--- src/rtl/lsmp_pkg.sv ---
// Shared types, codes and the speed table of the limit switch motor positioner.
package lsmp_pkg;

   // Position width of the target, current and preset fields
   localparam int PosBits      = 10;
   localparam int DeadbandBits = 6;
   localparam int LossBits     = 4;
   localparam int DutyBits     = 8;
   localparam int ModeBits     = 3;
   localparam int LevelBits    = 3;

   // Stream and register port widths
   localparam int ReqDataBits = 32;
   localparam int RspDataBits = 24;
   localparam int CsrIdxBits  = 2;
   localparam int CsrDataBits = PosBits;

   // Item kinds carried in req_tuser
   localparam logic CmdRequest = 1'b0;
   localparam logic CmdTick    = 1'b1;

   // Run modes
   localparam logic [ModeBits-1:0] ModeGoto = 3'd0;
   localparam logic [ModeBits-1:0] ModeDown = 3'd1;
   localparam logic [ModeBits-1:0] ModeUp   = 3'd2;
   localparam logic [ModeBits-1:0] ModeIdle = 3'd3;

   // Register indexes on the csr port
   localparam logic [CsrIdxBits-1:0] CfgTopPosition = 2'd0;
   localparam logic [CsrIdxBits-1:0] CfgDeadband    = 2'd1;
   localparam logic [CsrIdxBits-1:0] CfgLossLimit   = 2'd2;

   // Register reset values
   localparam logic [PosBits-1:0]      TopPositionReset = 10'd397;
   localparam logic [DeadbandBits-1:0] DeadbandReset    = 6'd3;
   localparam logic [LossBits-1:0]     LossLimitReset   = 4'd2;
   localparam logic [LossBits-1:0]     LossCountMax     = {LossBits{1'b1}};

   typedef struct packed {
      logic                    command;
      logic [ModeBits-1:0]     run_mode;
      logic [PosBits-1:0]      target_position;
      logic [PosBits-1:0]      current_position;
      logic                    upper_limit_hit;
      logic                    lower_limit_hit;
      logic                    link_ok;
      logic                    driver_fault;
      logic [LevelBits-1:0]    speed_level;
      logic                    fast_alt;
   } req_item_type;

   typedef struct packed {
      logic                 done_res;
      logic                 direction_up;
      logic                 brake;
      logic                 driver_enable;
      logic                 reset_pulse;
      logic [DutyBits-1:0]  duty;
      logic                 preset_valid;
      logic [PosBits-1:0]   preset_value;
   } rsp_item_type;

   typedef struct packed {
      logic [LossBits-1:0]  loss_count;
      logic [DutyBits-1:0]  duty;
      logic                 dir_up;
      logic                 brake;
      logic                 enable;
   } motor_state_type;

   typedef struct packed {
      logic [PosBits-1:0]      upper_preset;
      logic [DeadbandBits-1:0] deadband;
      logic [LossBits-1:0]     loss_limit;
   } cfg_type;

   // Duty for each speed level; undefined levels give zero
   function automatic logic [DutyBits-1:0] speed_duty(input logic [LevelBits-1:0] level,
                                                      input logic alt);
      logic [DutyBits-1:0] d;
      unique case (level)
         3'd0:    d = alt ? 8'd95 : 8'd130;
         3'd1:    d = 8'd56;
         3'd2:    d = 8'd42;
         3'd3:    d = 8'd33;
         3'd4:    d = 8'd40;
         3'd5:    d = 8'd110;
         default: d = '0;
      endcase
      return d;
   endfunction

endpackage

--- src/rtl/lsmp_in_reg.sv ---
// Input register stage: captures one request or tick transfer and holds it.
module lsmp_in_reg (
   input  logic                                clock,
   input  logic                                reset,
   input  logic                                req_tvalid,
   output logic                                req_tready,
   input  logic [lsmp_pkg::ReqDataBits-1:0]    req_tdata,
   input  logic                                req_tuser,
   input  logic                                advance,
   output logic                                item_valid,
   output lsmp_pkg::req_item_type              item
);

   logic                   valid_ff;
   logic                   valid_in;
   lsmp_pkg::req_item_type item_ff;
   lsmp_pkg::req_item_type item_in;
   logic                   take;

   // Free when empty or when the held item moves on this cycle
   assign req_tready = !valid_ff || advance;
   assign take       = req_tvalid && req_tready;

   // Unpack the transfer, lowest field first
   always_comb begin
      item_in                  = item_ff;
      if (take) begin
         item_in.command          = req_tuser;
         item_in.run_mode         = req_tdata[2:0];
         item_in.target_position  = req_tdata[12:3];
         item_in.current_position = req_tdata[22:13];
         item_in.upper_limit_hit  = req_tdata[23];
         item_in.lower_limit_hit  = req_tdata[24];
         item_in.link_ok          = req_tdata[25];
         item_in.driver_fault     = req_tdata[26];
         item_in.speed_level      = req_tdata[29:27];
         item_in.fast_alt         = req_tdata[30];
      end
      valid_in = take || (valid_ff && !advance);
   end

   always_ff @(posedge clock) begin
      if (reset) begin
         valid_ff <= 1'b0;
      end else begin
         valid_ff <= valid_in;
      end
      item_ff <= item_in;
   end

   assign item_valid = valid_ff;
   assign item       = item_ff;

endmodule

--- src/rtl/lsmp_decide.sv ---
// Decision logic: next motor state and the result for one item.
module lsmp_decide (
   input  lsmp_pkg::req_item_type    item,
   input  lsmp_pkg::motor_state_type cur_state,
   input  lsmp_pkg::cfg_type         cfg,
   output lsmp_pkg::motor_state_type next_state,
   output lsmp_pkg::rsp_item_type    result
);

   logic [lsmp_pkg::PosBits:0]       cur_ext;
   logic [lsmp_pkg::PosBits:0]       tgt_ext;
   logic [lsmp_pkg::PosBits:0]       db_ext;
   logic                             want_up;
   logic                             want_down;
   logic [lsmp_pkg::DutyBits-1:0]    table_duty;
   logic [lsmp_pkg::LossBits-1:0]    cnt_sat;

   // Exact compares with one extra bit, no wrap
   assign cur_ext = {1'b0, item.current_position};
   assign tgt_ext = {1'b0, item.target_position};
   assign db_ext  = {{(lsmp_pkg::PosBits + 1 - lsmp_pkg::DeadbandBits){1'b0}}, cfg.deadband};

   assign table_duty = lsmp_pkg::speed_duty(item.speed_level, item.fast_alt);
   assign cnt_sat    = (cur_state.loss_count == lsmp_pkg::LossCountMax) ?
                       cur_state.loss_count :
                       cur_state.loss_count + lsmp_pkg::LossBits'(1);

   // Wanted direction from the run mode
   always_comb begin
      want_up   = 1'b0;
      want_down = 1'b0;
      unique case (item.run_mode)
         lsmp_pkg::ModeGoto: begin
            if (tgt_ext > cur_ext + db_ext) begin
               want_up = 1'b1;
            end else if (tgt_ext + db_ext < cur_ext) begin
               want_down = 1'b1;
            end
         end
         lsmp_pkg::ModeDown: want_down = 1'b1;
         lsmp_pkg::ModeUp:   want_up   = 1'b1;
         default: begin
            want_up   = 1'b0;
            want_down = 1'b0;
         end
      endcase
   end

   // Update the driver state and build the result
   always_comb begin
      next_state          = cur_state;
      result              = '0;
      if (item.command == lsmp_pkg::CmdTick) begin
         next_state.loss_count = cnt_sat;
         if (cnt_sat > cfg.loss_limit) begin
            next_state.duty = '0;
         end
      end else begin
         next_state.loss_count = '0;
         if (!item.link_ok) begin
            next_state.brake = 1'b1;
            next_state.duty  = '0;
            result.done_res  = 1'b1;
         end else if (item.run_mode > lsmp_pkg::ModeIdle) begin
            // Unknown mode: power off, hold the rest
            next_state.duty = '0;
         end else if (want_up && item.upper_limit_hit) begin
            result.preset_valid = 1'b1;
            result.preset_value = cfg.upper_preset;
            next_state.brake    = 1'b1;
            next_state.duty     = '0;
            result.done_res     = 1'b1;
         end else if (want_down && item.lower_limit_hit) begin
            result.preset_valid = 1'b1;
            next_state.brake    = 1'b1;
            next_state.duty     = '0;
            result.done_res     = 1'b1;
         end else if (want_up || want_down) begin
            next_state.enable  = 1'b1;
            next_state.dir_up  = want_up;
            next_state.brake   = 1'b0;
            next_state.duty    = table_duty;
            result.reset_pulse = (table_duty != '0) && item.driver_fault;
         end else begin
            next_state.brake = 1'b1;
            next_state.duty  = '0;
            result.done_res  = 1'b1;
         end
      end
      result.direction_up  = next_state.dir_up;
      result.brake         = next_state.brake;
      result.driver_enable = next_state.enable;
      result.duty          = next_state.duty;
   end

endmodule

--- src/rtl/limit_switch_motor_positioner_core.sv ---
// Top level of the limit switch motor positioner: registers, state and result stage.
//
//   channel  direction  handshake            payload
//   req_     in         tvalid/tready        tdata: mode, positions, switches, speed; tuser: kind
//   rsp_     out        tvalid/tready        tdata: done, direction, brake, enable, pulse, duty,
//                                            preset
//   csr_     in         we (no wait)         index, wdata
//
// One item per cycle while rsp_ is not stalled; a result is offered on rsp_ once its request
// or tick transfer has passed the input register, then decision logic into the result register.
// Reset clears the control and motor state and loads the register defaults.
// A stalled rsp_ side holds the result; the input register still takes one more item.
module limit_switch_motor_positioner_core (
   input  logic                               clock,
   input  logic                               reset,
   input  logic                               req_tvalid,
   output logic                               req_tready,
   // [2:0] run_mode, [12:3] target_position, [22:13] current_position, [23] upper_limit_hit,
   // [24] lower_limit_hit, [25] link_ok, [26] driver_fault, [29:27] speed_level,
   // [30] fast_alt, [31] zero
   input  logic [lsmp_pkg::ReqDataBits-1:0]   req_tdata,
   // [0] command
   input  logic                               req_tuser,
   output logic                               rsp_tvalid,
   input  logic                               rsp_tready,
   // [0] done_res, [1] direction_up, [2] brake, [3] driver_enable, [4] reset_pulse,
   // [12:5] duty, [13] preset_valid, [23:14] preset_value
   output logic [lsmp_pkg::RspDataBits-1:0]   rsp_tdata,
   input  logic                               csr_we,
   input  logic [lsmp_pkg::CsrIdxBits-1:0]    csr_index,
   input  logic [lsmp_pkg::CsrDataBits-1:0]   csr_wdata
);

   logic                       item_valid;
   lsmp_pkg::req_item_type     item;
   logic                       advance;
   lsmp_pkg::cfg_type          cfg_ff;
   lsmp_pkg::cfg_type          cfg_in;
   lsmp_pkg::motor_state_type  state_ff;
   lsmp_pkg::motor_state_type  state_in;
   lsmp_pkg::motor_state_type  state_next;
   lsmp_pkg::rsp_item_type     result;
   lsmp_pkg::rsp_item_type     out_ff;
   lsmp_pkg::rsp_item_type     out_in;
   logic                       out_valid_ff;
   logic                       out_valid_in;

   // Move the held item into the result register when it is free
   assign advance = item_valid && (!out_valid_ff || rsp_tready);

   lsmp_in_reg u_in_reg (
      .clock      (clock),
      .reset      (reset),
      .req_tvalid (req_tvalid),
      .req_tready (req_tready),
      .req_tdata  (req_tdata),
      .req_tuser  (req_tuser),
      .advance    (advance),
      .item_valid (item_valid),
      .item       (item)
   );

   lsmp_decide u_decide (
      .item       (item),
      .cur_state  (state_ff),
      .cfg        (cfg_ff),
      .next_state (state_next),
      .result     (result)
   );

   // Register writes
   always_comb begin
      cfg_in = cfg_ff;
      if (csr_we) begin
         unique case (csr_index)
            lsmp_pkg::CfgTopPosition: cfg_in.upper_preset = csr_wdata;
            lsmp_pkg::CfgDeadband:
               cfg_in.deadband = csr_wdata[lsmp_pkg::DeadbandBits-1:0];
            lsmp_pkg::CfgLossLimit:
               cfg_in.loss_limit = csr_wdata[lsmp_pkg::LossBits-1:0];
            default: cfg_in = cfg_ff;
         endcase
      end
   end

   // Commit state and result on each advance; drop the result on its transfer
   always_comb begin
      state_in     = advance ? state_next : state_ff;
      out_in       = advance ? result : out_ff;
      out_valid_in = advance || (out_valid_ff && !rsp_tready);
   end

   always_ff @(posedge clock) begin
      if (reset) begin
         cfg_ff.upper_preset <= lsmp_pkg::TopPositionReset;
         cfg_ff.deadband     <= lsmp_pkg::DeadbandReset;
         cfg_ff.loss_limit   <= lsmp_pkg::LossLimitReset;
         state_ff            <= '0;
         out_valid_ff        <= 1'b0;
      end else begin
         cfg_ff       <= cfg_in;
         state_ff     <= state_in;
         out_valid_ff <= out_valid_in;
      end
      out_ff <= out_in;
   end

   assign rsp_tvalid = out_valid_ff;
   assign rsp_tdata  = {out_ff.preset_value, out_ff.preset_valid, out_ff.duty,
                        out_ff.reset_pulse, out_ff.driver_enable, out_ff.brake,
                        out_ff.direction_up, out_ff.done_res};

   // A preset always comes with a braked, stopped motor and a done flag
   a_preset_brakes: assert property (@(posedge clock) disable iff (reset)
      out_valid_ff && out_ff.preset_valid |->
         out_ff.brake && out_ff.done_res && (out_ff.duty == '0))
      else $error("preset without brake");

   // A driver reset pulse only while powering with nonzero duty
   a_pulse_powered: assert property (@(posedge clock) disable iff (reset)
      out_valid_ff && out_ff.reset_pulse |->
         out_ff.driver_enable && !out_ff.brake && (out_ff.duty != '0))
      else $error("reset pulse while not powered");

   // A processed request clears the loss counter
   a_request_clears_loss: assert property (@(posedge clock) disable iff (reset)
      advance && (item.command == lsmp_pkg::CmdRequest) |=> state_ff.loss_count == '0)
      else $error("loss counter not cleared by request");

   // Results mirror the committed motor state
   a_result_tracks_state: assert property (@(posedge clock) disable iff (reset)
      advance |=> (out_ff.duty == state_ff.duty) && (out_ff.brake == state_ff.brake) &&
                  (out_ff.direction_up == state_ff.dir_up))
      else $error("result differs from motor state");

endmodule

--- config.mk ---
export PLATFORM = sky130hd
export DESIGN_NAME = limit_switch_motor_positioner_core
export DESIGN_NICKNAME = d
export VERILOG_FILES = /design/src/rtl/lsmp_pkg.sv /design/src/rtl/lsmp_in_reg.sv /design/src/rtl/lsmp_decide.sv /design/src/rtl/limit_switch_motor_positioner_core.sv
export SDC_FILE = /design/constraint.sdc
export NUM_CORES = 1
export LEC_CHECK = 0
export ABC_AREA = 0
export BUFFER_PORTS_ARGS = -buffer_cell sky130_fd_sc_hd__buf_2
export CAP_MARGIN = 15
export CORE_ASPECT_RATIO = 1.75
export CORE_UTILIZATION = 30
export CTS_BUF_LIST = sky130_fd_sc_hd__clkbuf_8
export CTS_CLUSTER_SIZE = 25
export DETAILED_ROUTE_END_ITERATION = 8
export REMOVE_ABC_BUFFERS = 1
export SYNTH_ARGS = -nofsm -noshare
export SYNTH_HDL_FRONTEND = slang
export SYNTH_SLANG_ARGS = --single-unit
--- constraint.sdc ---
create_clock -name clock -period 3.3 [get_ports clock]
set_input_delay 0.66 -clock clock [delete_from_list [all_inputs] [get_ports clock]]
set_output_delay 0.66 -clock clock [all_outputs]
set_load 0.02 [all_outputs]
==> metrics.yaml, run 1 <==
die:
  floorplan.initialDensity_pct: 30.9
  rows: 60
  width_of_the_die_um: 97.1
  die_y_um: 168
  top_level_ports: 76
  fp.dieArea_um2: 16400
  core_um2: 15400
route:
  drt_drc_violations_left: 0
  routed_wirelength_um: 11700
  route.detailed.wl_per_inst_um: 16.0
  drt-initial-drc-count: 152
  route.vias.total: 3658
  post_drt_via_cell_ratio: 4.97
  ant_nets: 0
  dr.pass1.iters: 4
yosys:
  synth.ff_latch_count: 93
  yosysWarningCount: 0
  synth_enable_flop_cells: 56
  yosysMostFrequentCell: "sky130_fd_sc_hd__edfxtp_1"
  yosys-top-cells-count: "56 x sky130_fd_sc_hd__edfxtp_1, 37 x sky130_fd_sc_hd__dfxtp_1, 36 x sky130_fd_sc_hd__ha_1"
  yosys.area.top_type_share_pct: 35.4
  synth_area_leader_cell: "sky130_fd_sc_hd__edfxtp_1"
  synthesis.area_um2: 4750
  postSynthAreaPerCell_um2: 11.4
  count_of_distinct_cell_types_in_the_synthesized_netlist: 58
  synthArstFlopShare_pct: 0
  synth_flop_cell: "sky130_fd_sc_hd__edfxtp_1"
  netlist_instances: 415
  post_synth_main_area_contributors: "sky130_fd_sc_hd__edfxtp_1 35%, sky130_fd_sc_hd__dfxtp_1 16%, sky130_fd_sc_hd__ha_1 9.5%, sky130_fd_sc_hd__mux2i_1 4.0%, sky130_fd_sc_hd__a21oi_1 2.9%"
  ys_seq_area_share_pct: 51.0
sta:
  max_slew_violation_count: 0
  finClkSkew_ns: 0.0231
  post-route-min-period_ns: 3.75
  hold_viol_final: 0
  worst_slew_pin_slew_ns: 0.620
  timing.final.setup_violations: 35
  max_slew_margin_pct: 58.6
  achievable-frequency_mhz: 266
  finalHoldWorstSlack_ns: 0.448
  setup_repair_after_global_routing_missed_its_margin: "true"
  final.period_utilization_pct: 114
  worst_slack_ns: -0.454
critical_path:
  cp.arrival_ns: 3.88
  worst-endpoint-required_ns: 3.43
  path_max_fanout: 8
  crit_type: "reg -> reg"
  end_kind: "flop"
  timing.critical_path.from_type: "flop"
clock_tree:
  cts_buffer_depth: 2
  clk_root_buffer_cell: "sky130_fd_sc_hd__clkbuf_8"
  cts.clk_slew.worst_paths_ns: 0.11
  hold_buffers: 0
  cts_num_sinks: 93
  insertion_delay_of_the_later_clocked_pin_in_the_worst_skew_pair_ns: 0.38
  cts.htree.levels: 3
  cts_inserted_buffers: 9
  tritoncts: "yes"
placed_design:
  place.detailed.instances: 700
  detailed_place_hpwl_um: 8450
  dpl_cell_area_um2: 5550
  count_of_input_and_output_buffers: 74
  finalWeightedCongestion: 0.838
power:
  switchingPower_mw: 0.765
  cellLeakagePower_nw: 2.55
  power.density_cell_area_nw_per_um2: 424
  vdd.ir_drop.worst_mv: 0.214
  p_sw_share_pct: 29.6
  cellInternalPower_mw: 1.82
  p_clk_share_pct: 29.2
  power.share.sequential_pct: 51.1
  power.combinational.fraction_pct: 19.7
final_layout:
  finalNonFillerCells: 736
  nNetsFinal: 633
  final_layout_size_suffix_gt1_share_pct: 34.2
  layout_overhead_on_the_synthesized_area_pct: 28.0
  layout_cell_area_excl_fill_um2: 6080
  antenna_cells_inserted: 0
global_routing:
  grtUsageTotal_pct: 14.8
  grt_start_max_net_pins: 32
  number_of_global_route_vias_before_repair: 3834
  grt_antenna_before_repair: 0
  grt.overflow.total: 0
  grt_first_pass_wirelength_um: 18800
min_path:
  min-delay-path-class: "in -> reg"
run:
  drv_cap: 0
status:
  outcome: "finished, violations left"
  violated_checks: "setup timing"
==> final timing paths <==
| kind | start | end | slack [ns] | cells after the start |
|---|---|---|---|---|
| setup / recovery | u_in_reg.item[18] | rsp_tdata[2] | -0.45 | 16 |
| hold / removal | req_tdata[17] | u_in_reg.item[12] | 0.45 | 1 |
| setup reg to reg | u_in_reg.item[18] | rsp_tdata[2] | -0.45 | 16 |
| hold reg to reg | cfg_ff[13] | cfg_ff[13] | 0.49 | 2 |
==> flip-flops by register name, summed over array words and instances, names as in the netlist <==
register             flops
cfg_ff                  20
state_ff                15
rsp_tvalid               1
u_in_reg.item           32
rsp_tdata               24
u_in_reg.item_valid      1
==> what timing repair did <==
item / 4_1_cts / 5_1_grt
setup buffers: 13 / 7
endpoints found under the hold margin: 0 / 0
cloned: 2 / 0
gates resized for setup: 30 / 13
endpoints found under the setup margin: 35 / 35
pin swaps: 33 / 30
==> layer usage <==
metal / up-vias / wire [um] / GRT usage [%]
met5: - / 0 / 0
met4: 0 / 360 / 7.14
met3: 21 / 396 / 2.56
met2: 84 / 6670 / 29.1
met1: 1752 / 4320 / 14.6
li1: 1801 / - / -
==> stage by stage <==
step / power, mW / setup TNS, ns / util (%) / worst slack (ns)
5_1_grt: 2.70 / -19.41 / 39.5 / -0.622
4_1_cts: 2.58 / -12.85 / 38.8 / -0.452
6_report: 2.58 / -12.52 / 39.5 / -0.454
3_3_place_gp: 1.75 / -14.24 / 36.0 / -0.502
3_5_place_dp: 1.76 / -17.30 / 36.0 / -0.645
2_1_floorplan: 1.59 / -6.10 / - / -0.343
==> cell usage in the layout, fill, tap and decap left out, types with 4 or more instances in the layout <==
cell type                   n
sky130_fd_sc_hd__and2_1     7
sky130_fd_sc_hd__nand4_1    4
sky130_fd_sc_hd__edfxtp_1  56
sky130_fd_sc_hd__o21ai_0   12
sky130_fd_sc_hd__a21oi_1   19
sky130_fd_sc_hd__and2_4     4
sky130_fd_sc_hd__mux2i_1   19
sky130_fd_sc_hd__nand2_1   25
sky130_fd_sc_hd__a21oi_2    9
sky130_fd_sc_hd__o21a_1     4
sky130_fd_sc_hd__ha_1      34
sky130_fd_sc_hd__inv_1     23
sky130_fd_sc_hd__a21o_1     7
sky130_fd_sc_hd__buf_2     74
sky130_fd_sc_hd__nor3_1     6
sky130_fd_sc_hd__o21bai_1   4
sky130_fd_sc_hd__xnor2_1   12
sky130_fd_sc_hd__a22o_1    10
sky130_fd_sc_hd__a32o_1     7
sky130_fd_sc_hd__nand2b_1   4
sky130_fd_sc_hd__o21ai_1    4
sky130_fd_sc_hd__dfxtp_1   37
sky130_fd_sc_hd__buf_6      5
sky130_fd_sc_hd__clkbuf_8   9
sky130_fd_sc_hd__nor2_4     5
sky130_fd_sc_hd__nor2b_1    4
sky130_fd_sc_hd__buf_4     46
sky130_fd_sc_hd__nand3_1    9
sky130_fd_sc_hd__nor2_1    32
==> power by group through the flow <==
stage	Clock [mW]	Combinational, mW	Sequential (mW)
finish	0.755	0.508	1.32
global route	0.822	0.558	1.32
CTS	0.775	0.487	1.32
detailed placement	0	0.421	1.34
global placement	0	0.409	1.34
floorplan	0	0.237	1.35
==> final cells by class <==
cell class | instances | area [um2]
clock buffers | 9 | 124
clock inverters | 7 | 62.6
multi-input cells | 290 | 2340
flip-flops and latches | 93 | 2420
fillers | 1501 | 9310
inverters | 24 | 90.1
well taps | 186 | 233
repair buffers | 127 | 812
==> cells by family (layout without fill, tap and decap cells) <==
logic type / count (synthesis) / after routing / synth area share, %
buf+inv: 34 / 167 / 3.48
simple gates: 117 / 118 / 12.8
mux: 20 / 20 / 4.24
fa+ha+maj: 38 / 38 / 10.3
xor+xnor: 15 / 15 / 2.77
compound gates: 98 / 99 / 15.4
flops: 93 / 93 / 51.0
==> critical path, stage by stage, from the launching register on <==
cell	delay, ns
sky130_fd_sc_hd__edfxtp_1	0.46
sky130_fd_sc_hd__ha_4	0.20
sky130_fd_sc_hd__fa_2	0.37
sky130_fd_sc_hd__a211oi_4	0.25
sky130_fd_sc_hd__o21bai_2	0.11
sky130_fd_sc_hd__a21oi_2	0.19
sky130_fd_sc_hd__buf_4	0.15
sky130_fd_sc_hd__nor2_4	0.04
sky130_fd_sc_hd__xor2_1	0.14
sky130_fd_sc_hd__ha_1	0.29
sky130_fd_sc_hd__a21o_1	0.17
sky130_fd_sc_hd__a21oi_2	0.14
sky130_fd_sc_hd__o221ai_2	0.12
sky130_fd_sc_hd__or3_4	0.43
sky130_fd_sc_hd__o311ai_4	0.18
sky130_fd_sc_hd__buf_4	0.20
sky130_fd_sc_hd__a21oi_2	0.04
(Power assumes the default switching activity.)
==> run 2, diff against run 1 <==
Settings changed: PLACE_DENSITY set to 0.51.
==> run 2 against run 1 <==
The run still ends with setup timing left. Largest cell class unchanged. Critical path type unchanged. Maximum frequency rose by 2.3%. Clock power increased by 13%. Clock skew shrank 0.0080 ns. Register-to-register slack improved by 0.08 ns. Flip-flop and latch count unchanged. Worst hold slack improved by 0.0091 ns. Sequential share of layout area down 0.65 points. Combinational power shrank 2%. Global-route usage decreased by 0.24 points. Setup slack gained 0.085 ns.
==> metrics.yaml, run 2 (same netlist as run 1, synthesis figures left out) <==
final_layout:
  layout_overhead_on_the_synthesized_area_pct: 30.2
  antenna_cells_inserted: 0
  storage_element_area_um2: 2420
  final_cell_mix: "74 x sky130_fd_sc_hd__buf_2, 56 x sky130_fd_sc_hd__edfxtp_1, 41 x sky130_fd_sc_hd__buf_4, 36 x sky130_fd_sc_hd__dfxtp_1, 34 x sky130_fd_sc_hd__ha_1"
  finalNonFillerCells: 733
  final_common_cell: "sky130_fd_sc_hd__buf_2"
  nNetsFinal: 630
  final_layout_size_suffix_gt1_share_pct: 35.5
  largest_register_ff_count: 32
  multiInputGateArea_um2: 2370
  final_core_utilization_pct: 40.2
  fillerInstances: 1457
power:
  p_sw_share_pct: 27.0
  cellInternalPower_mw: 1.94
  power.share.sequential_pct: 49.5
  vdd.ir_drop.worst_mv: 0.177
  switchingPower_mw: 0.721
  power.density_cell_area_nw_per_um2: 431
  cellLeakagePower_nw: 2.59
  power.combinational.fraction_pct: 18.6
  p_clk_share_pct: 31.9
clock_tree:
  cts.clk_slew.worst_paths_ns: 0.09
  cts_buffer_depth: 2
  cts_inserted_buffers: 9
  tritoncts: "yes"
  cts_num_sinks: 93
  insertion_delay_of_the_later_clocked_pin_in_the_worst_skew_pair_ns: 0.38
  hold_buffers: 0
  clk_root_buffer_cell: "sky130_fd_sc_hd__clkbuf_8"
  cts.htree.levels: 3
die:
  core_um2: 15400
  width_of_the_die_um: 97.1
  fp.dieArea_um2: 16400
  rows: 60
  floorplan.initialDensity_pct: 30.9
  die_y_um: 168
  top_level_ports: 76
route:
  dr.pass1.iters: 4
  ant_nets: 0
  route.detailed.wl_per_inst_um: 15.3
  drt-initial-drc-count: 116
  route.vias.total: 3576
  post_drt_via_cell_ratio: 4.88
  drt_drc_violations_left: 0
  routed_wirelength_um: 11200
sta:
  timing.final.setup_violations: 35
  setup_repair_after_global_routing_missed_its_margin: "true"
  max_slew_margin_pct: 52.4
  worst_slack_ns: -0.370
  post-route-min-period_ns: 3.67
  max_slew_violation_count: 0
  finClkSkew_ns: 0.0151
  worst_slew_pin_slew_ns: 0.714
  achievable-frequency_mhz: 272
  hold_viol_final: 0
  final.period_utilization_pct: 111
placed_design:
  count_of_input_and_output_buffers: 74
  finalWeightedCongestion: 0.840
  place.detailed.instances: 705
  detailed_place_hpwl_um: 8330
global_routing:
  grt_first_pass_wirelength_um: 18700
  grt.overflow.total: 0
  number_of_global_route_vias_before_repair: 3920
  grt_start_max_net_pins: 33
  grtUsageTotal_pct: 14.5
  grt_antenna_before_repair: 0
run:
  drv_cap: 0
critical_path:
  cp.arrival_ns: 3.79
  timing.critical_path.from_type: "flop"
  end_kind: "flop"
  worst-endpoint-required_ns: 3.42
  path_max_fanout: 3
  crit_type: "reg -> reg"
status:
  violated_checks: "setup timing"
  outcome: "finished, violations left"
min_path:
  min-delay-path-class: "in -> reg"
run 2: changes by cell type in the layout (fill, tap and decap cells not counted), sizes merged:
cell    previous run  this run
nor2              37        36
clkinv             2         3
inv               29        26
buf              127       126
bufinv             0         2
o311ai             2         1
run 2: critical path: stages, from the launching register on:
cell and delay [ns]:
sky130_fd_sc_hd__edfxtp_1 0.42, sky130_fd_sc_hd__ha_2 0.21, sky130_fd_sc_hd__fa_2 0.37, sky130_fd_sc_hd__a211oi_4 0.24, sky130_fd_sc_hd__o21bai_2 0.11, sky130_fd_sc_hd__a21oi_2 0.19
sky130_fd_sc_hd__buf_4 0.14, sky130_fd_sc_hd__nor2_2 0.04, sky130_fd_sc_hd__xor2_1 0.14, sky130_fd_sc_hd__ha_1 0.31, sky130_fd_sc_hd__a21o_1 0.18, sky130_fd_sc_hd__a21oi_2 0.16
sky130_fd_sc_hd__o221ai_2 0.13, sky130_fd_sc_hd__or3_4 0.41, sky130_fd_sc_hd__o311ai_4 0.10, sky130_fd_sc_hd__buf_4 0.20, sky130_fd_sc_hd__a31oi_4 0.07
run 2: timing repair:
item | 4_1_cts | 5_1_grt
gates resized for setup | 30 | 24
pin swaps | 22 | 25
hold endpoints to repair | 0 | 0
setup buffers | 9 | 5
gates cloned | 1 | 0
endpoints found under the setup margin | 35 | 35
run 2: power groups by stage:
stage	clock [mW]	sequential [mW]	combinational, mW
6_report	0.850	1.32	0.497
5_1_grt	0.918	1.33	0.551
4_1_cts	0.878	1.32	0.475
3_5_place_dp	0	1.34	0.430
3_3_place_gp	0	1.34	0.420
2_1_floorplan	0	1.35	0.237
run 2: metrics by stage:
step / hold WS (ns) / TNS, ns / power [mW] / setup slack [ns] / area (um2)
CTS: 0.433 / -12.47 / 2.67 / -0.424 / 6030
detailed placement: 0.453 / -17.30 / 1.77 / -0.753 / 5600
floorplan: 0.433 / -6.10 / 1.59 / -0.343 / 4680
finish: 0.457 / -10.01 / 2.66 / -0.370 / 6190
global placement: 0.445 / -14.68 / 1.76 / -0.577 / 5600
global route: 0.439 / -17.96 / 2.79 / -0.567 / 6190
run 2: layout make-up:
| class | instances | share of cell area [%] |
|---|---|---|
| inverter | 24 | 1.46 |
| multi-input combinational | 288 | 38.3 |
| timing repair buffer | 126 | 13.9 |
| clock buffer | 9 | 2.00 |
| sequential | 93 | 39.2 |
| tap | 186 | 3.76 |
| clock inverter | 7 | 1.48 |
run 2: path summary, 6_finish.rpt:
path	start	slack, ns	end	depth (start not counted)
min	req_tdata[8]	0.46	u_in_reg.item[23]	1
max reg2reg	u_in_reg.item[18]	-0.37	rsp_tdata[0]	16
max	u_in_reg.item[18]	-0.37	rsp_tdata[0]	16
min reg2reg	cfg_ff[13]	0.48	cfg_ff[13]	2
run 2: metal layers:
layer	vias up	part of all wire, %	wire length, um	track usage (%)
met2	75	56	6320	28.5
met4	0	2.3	262	6.10
met1	1696	38	4230	14.7
met5	-	0	0	0
li1	1787	-	-	-
met3	18	3.5	387	2.81
==> run 3, diff against run 2 <==
Settings changed: RECOVER_POWER set to 100, SYNTH_HIERARCHICAL set to 1.
==> run 3 against run 2 <==
The flow finishes with violations (capacitance limit, slew limit, setup timing). Clock skew down 0.0027 ns. Clock power down 13%. Critical path depth up 1. Routed wire length down 1.4%. Worst hold slack worse by 0.0012 ns. Sequential share of layout area up 0.38 points. Flip-flop and latch count unchanged. Core utilization down 3.1 points. Synthesized cell count up 9.9%. Sequential power about the same. Power down 4.0%. Critical endpoint is now state_ff[2]. Largest cell class is now multi-input combinational cells. Highest routed layer unchanged.
==> metrics.yaml, run 3 <==
status:
  outcome: "finished, violations left"
  violated_checks: "capacitance limit, slew limit, setup timing"
global_routing:
  grt_first_pass_wirelength_um: 17800
  grt_antenna_before_repair: 0
  grtUsageTotal_pct: 13.5
  grt.overflow.total: 0
  grt_start_max_net_pins: 60
  number_of_global_route_vias_before_repair: 3694
final_layout:
  largest_register_ff_count: 32
  fillerInstances: 1664
  final_common_cell: "sky130_fd_sc_hd__edfxtp_1"
  layout_overhead_on_the_synthesized_area_pct: 20.2
  layout_cell_area_excl_fill_um2: 6130
  nNetsFinal: 642
  final_cell_mix: "56 x sky130_fd_sc_hd__edfxtp_1, 45 x sky130_fd_sc_hd__buf_2, 36 x sky130_fd_sc_hd__dfxtp_1, 35 x sky130_fd_sc_hd__buf_4"
  antenna_cells_inserted: 0
  finalNonFillerCells: 783
  final_layout_size_suffix_gt1_share_pct: 26.5
clock_tree:
  cts_buffer_depth: 2
  tritoncts: "yes"
  insertion_delay_of_the_later_clocked_pin_in_the_worst_skew_pair_ns: 0.37
  hold_buffers: 0
  cts.htree.levels: 3
  clk_root_buffer_cell: "sky130_fd_sc_hd__clkbuf_8"
  cts_num_sinks: 93
  cts_inserted_buffers: 9
  cts.clk_slew.worst_paths_ns: 0.10
critical_path:
  ff2ff_path_depth: 17
  critPathMaxStageDelay_ns: 0.45
  timing.critical_path.from_type: "flop"
  path_max_fanout: 3
  crit_chain: "ha_1, a21o_1, a21oi_2, nor2b_1, o21a_1, o211ai_1, xnor2_1, ha_1, a211oi_2, nand2_1, o311a_4, a221oi_4, buf_4, nor2_2, o22a_1, nand2b_1, mux2i_1"
  crit-reg2reg-capture: "state_ff[2]"
  crit_type: "reg -> reg"
  cp.arrival_ns: 4.03
  end_kind: "flop"
  r2r_setup_slack_ns: -0.49
  critical-path-top-cell-by-count: "sky130_fd_sc_hd__ha_1"
  worst_r2r_startpoint: "u_in_reg/item[9]"
  critPathTopFamily: "compound AO/OA/AOI/OAI gates"
  worst-endpoint-required_ns: 3.55
  cp_num_buf_inv: 1
  critical_path.slowest_cell: "sky130_fd_sc_hd__edfxtp_1"
yosys:
  yosysMostFrequentCell: "sky130_fd_sc_hd__edfxtp_1"
  yosys-top-cells-count: "56 x sky130_fd_sc_hd__edfxtp_1, 37 x sky130_fd_sc_hd__dfxtp_1, 37 x sky130_fd_sc_hd__nor2_1"
  post_synth_main_area_contributors: "sky130_fd_sc_hd__edfxtp_1 33%, sky130_fd_sc_hd__dfxtp_1 15%, sky130_fd_sc_hd__ha_1 8.8%, sky130_fd_sc_hd__mux2i_1 5.3%, sky130_fd_sc_hd__nand2b_1 3.8%"
  count_of_distinct_cell_types_in_the_synthesized_netlist: 65
  synthArstFlopShare_pct: 0
  synth_flop_cell: "sky130_fd_sc_hd__edfxtp_1"
  ys_seq_area_share_pct: 47.5
  synth.ff_latch_count: 93
  synth_enable_flop_cells: 56
  synthesis.area_um2: 5100
  netlist_instances: 456
  postSynthAreaPerCell_um2: 11.2
  yosysWarningCount: 6
  synth_area_leader_cell: "sky130_fd_sc_hd__edfxtp_1"
  yosys.area.top_type_share_pct: 33.0
route:
  routed_wirelength_um: 11100
  post_drt_via_cell_ratio: 4.53
  ant_nets: 0
  dr.pass1.iters: 4
  route.vias.total: 3548
  drt-initial-drc-count: 82
  route.detailed.wl_per_inst_um: 14.1
  drt_drc_violations_left: 0
sta:
  finClkSkew_ns: 0.0123
  max_slew_margin_pct: -57.5
  timing.final.setup_violations: 35
  worst_slew_pin_slew_ns: 2.36
  worst_slack_ns: -0.489
  max_slew_violation_count: 49
  post-route-min-period_ns: 3.79
  hold_viol_final: 0
  final.setup.tns_ns: -14.29
  achievable-frequency_mhz: 264
  setup_repair_after_global_routing_missed_its_margin: "true"
  final.period_utilization_pct: 115
min_path:
  min-delay-path-class: "in -> reg"
  min_delay_worst_endpoint: "u_in_reg/item[4]"
  min-delay-start: "req_tdata[26]"
  hold_path_depth: 1
power:
  cellLeakagePower_nw: 2.37
  vdd.ir_drop.worst_mv: 0.191
  power_mw: 2.56
  power.density_cell_area_nw_per_um2: 417
die:
  rows: 62
  top_level_ports: 76
  die_y_um: 174
  fp.dieArea_um2: 17500
  floorplan.initialDensity_pct: 30.8
  width_of_the_die_um: 101
  core_um2: 16500
placed_design:
  count_of_input_and_output_buffers: 74
  dpl_cell_area_um2: 5820
  finalWeightedCongestion: 0.803
  place.detailed.instances: 759
  detailed_place_hpwl_um: 8510
run:
  drv_cap: 2
[run 3: cell types whose count changed in the layout (fill, tap and decap cells not counted), moves of 6 or more]
cell	before	now
sky130_fd_sc_hd__buf_2	74	45
sky130_fd_sc_hd__buf_4	41	35
sky130_fd_sc_hd__nand2b_1	4	32
sky130_fd_sc_hd__nand2_1	25	12
sky130_fd_sc_hd__a22o_1	10	0
sky130_fd_sc_hd__a21oi_1	21	15
sky130_fd_sc_hd__o21ai_0	14	7
sky130_fd_sc_hd__and2_1	1	14
sky130_fd_sc_hd__mux2i_1	19	27
sky130_fd_sc_hd__a32o_1	7	0
sky130_fd_sc_hd__nor3_1	5	14
sky130_fd_sc_hd__and2_4	10	0
sky130_fd_sc_hd__clkbuf_1	0	29
[run 3: kinds of logic (layout without fill, tap and decap cells)]
family	count (synthesis)	after routing	share of synthesized area (%)
AO/OA/AOI/OAI	79	79	12.9
XOR/XNOR	16	16	2.75
adder cells (fa/ha/maj)	38	38	9.62
buffers and inverters	48	151	4.96
flip-flops	93	93	47.5
multiplexers	28	28	5.52
AND/OR/NAND/NOR	154	154	16.7
[run 3: final cells by class]
cell class | count | area [um2] | area share [%]
Timing Repair Buffer | 113 | 642 | 10.5
Clock buffer | 9 | 124 | 2.02
Inverter | 22 | 82.6 | 1.35
Sequential cell | 93 | 2420 | 39.6
Multi-Input combinational cell | 315 | 2520 | 41.1
Clock inverter | 7 | 57.6 | 0.939
Tap cell | 224 | 280 | 4.57
[run 3: report_power, final]
group          leakage [nW]  internal (mW)  total, mW  switching [mW]
combinational          1.43          0.223      0.492           0.268
clock                0.0958          0.288      0.736           0.448
sequential            0.845           1.29       1.33          0.0395
total                  2.37           1.80       2.56           0.756
[run 3: through the flow]
stage	worst slack [ns]	utilization (%)	hold WS [ns]
after floorplan	-2.20	-	0.443
after CTS	-0.464	37.1	0.432
final	-0.489	37.1	0.456
after detailed placement	-0.743	35.2	0.465
after global placement	-0.628	35.2	0.452
after global routing	-0.683	37.1	0.434
[run 3: repair_timing]
| action | CTS | global route |
|---|---|---|
| setup buffers | 7 | 2 |
| pin swaps | 17 | 8 |
| resized for setup | 20 | 6 |
| endpoints found under the setup margin | 35 | 35 |
| endpoints found under the hold margin | 0 | 0 |
[run 3: worst max path at each step]
| stage | startpoint | end | slack (ns) | cells after the start |
|---|---|---|---|---|
| finish | u_in_reg/item[9] | state_ff[2] | -0.49 | 17 |
| global route | u_in_reg/item[9] | state_ff[5] | -0.68 | 18 |
| CTS | u_in_reg/item[9] | state_ff[3] | -0.46 | 18 |
| detailed placement | u_in_reg/item[18] | state_ff[9] | -0.74 | 17 |
| global placement | u_in_reg/item[18] | state_ff[9] | -0.63 | 17 |
| floorplan | rsp_tready | u_in_reg/item[0] | -2.20 | 4 |
[run 3: per-layer routing]
layer | global-route usage [%] | share of wire, %
met5 | 0 | 0
met4 | 6.46 | 2.8
met3 | 2.09 | 2.1
met2 | 26.6 | 58
met1 | 13.2 | 37
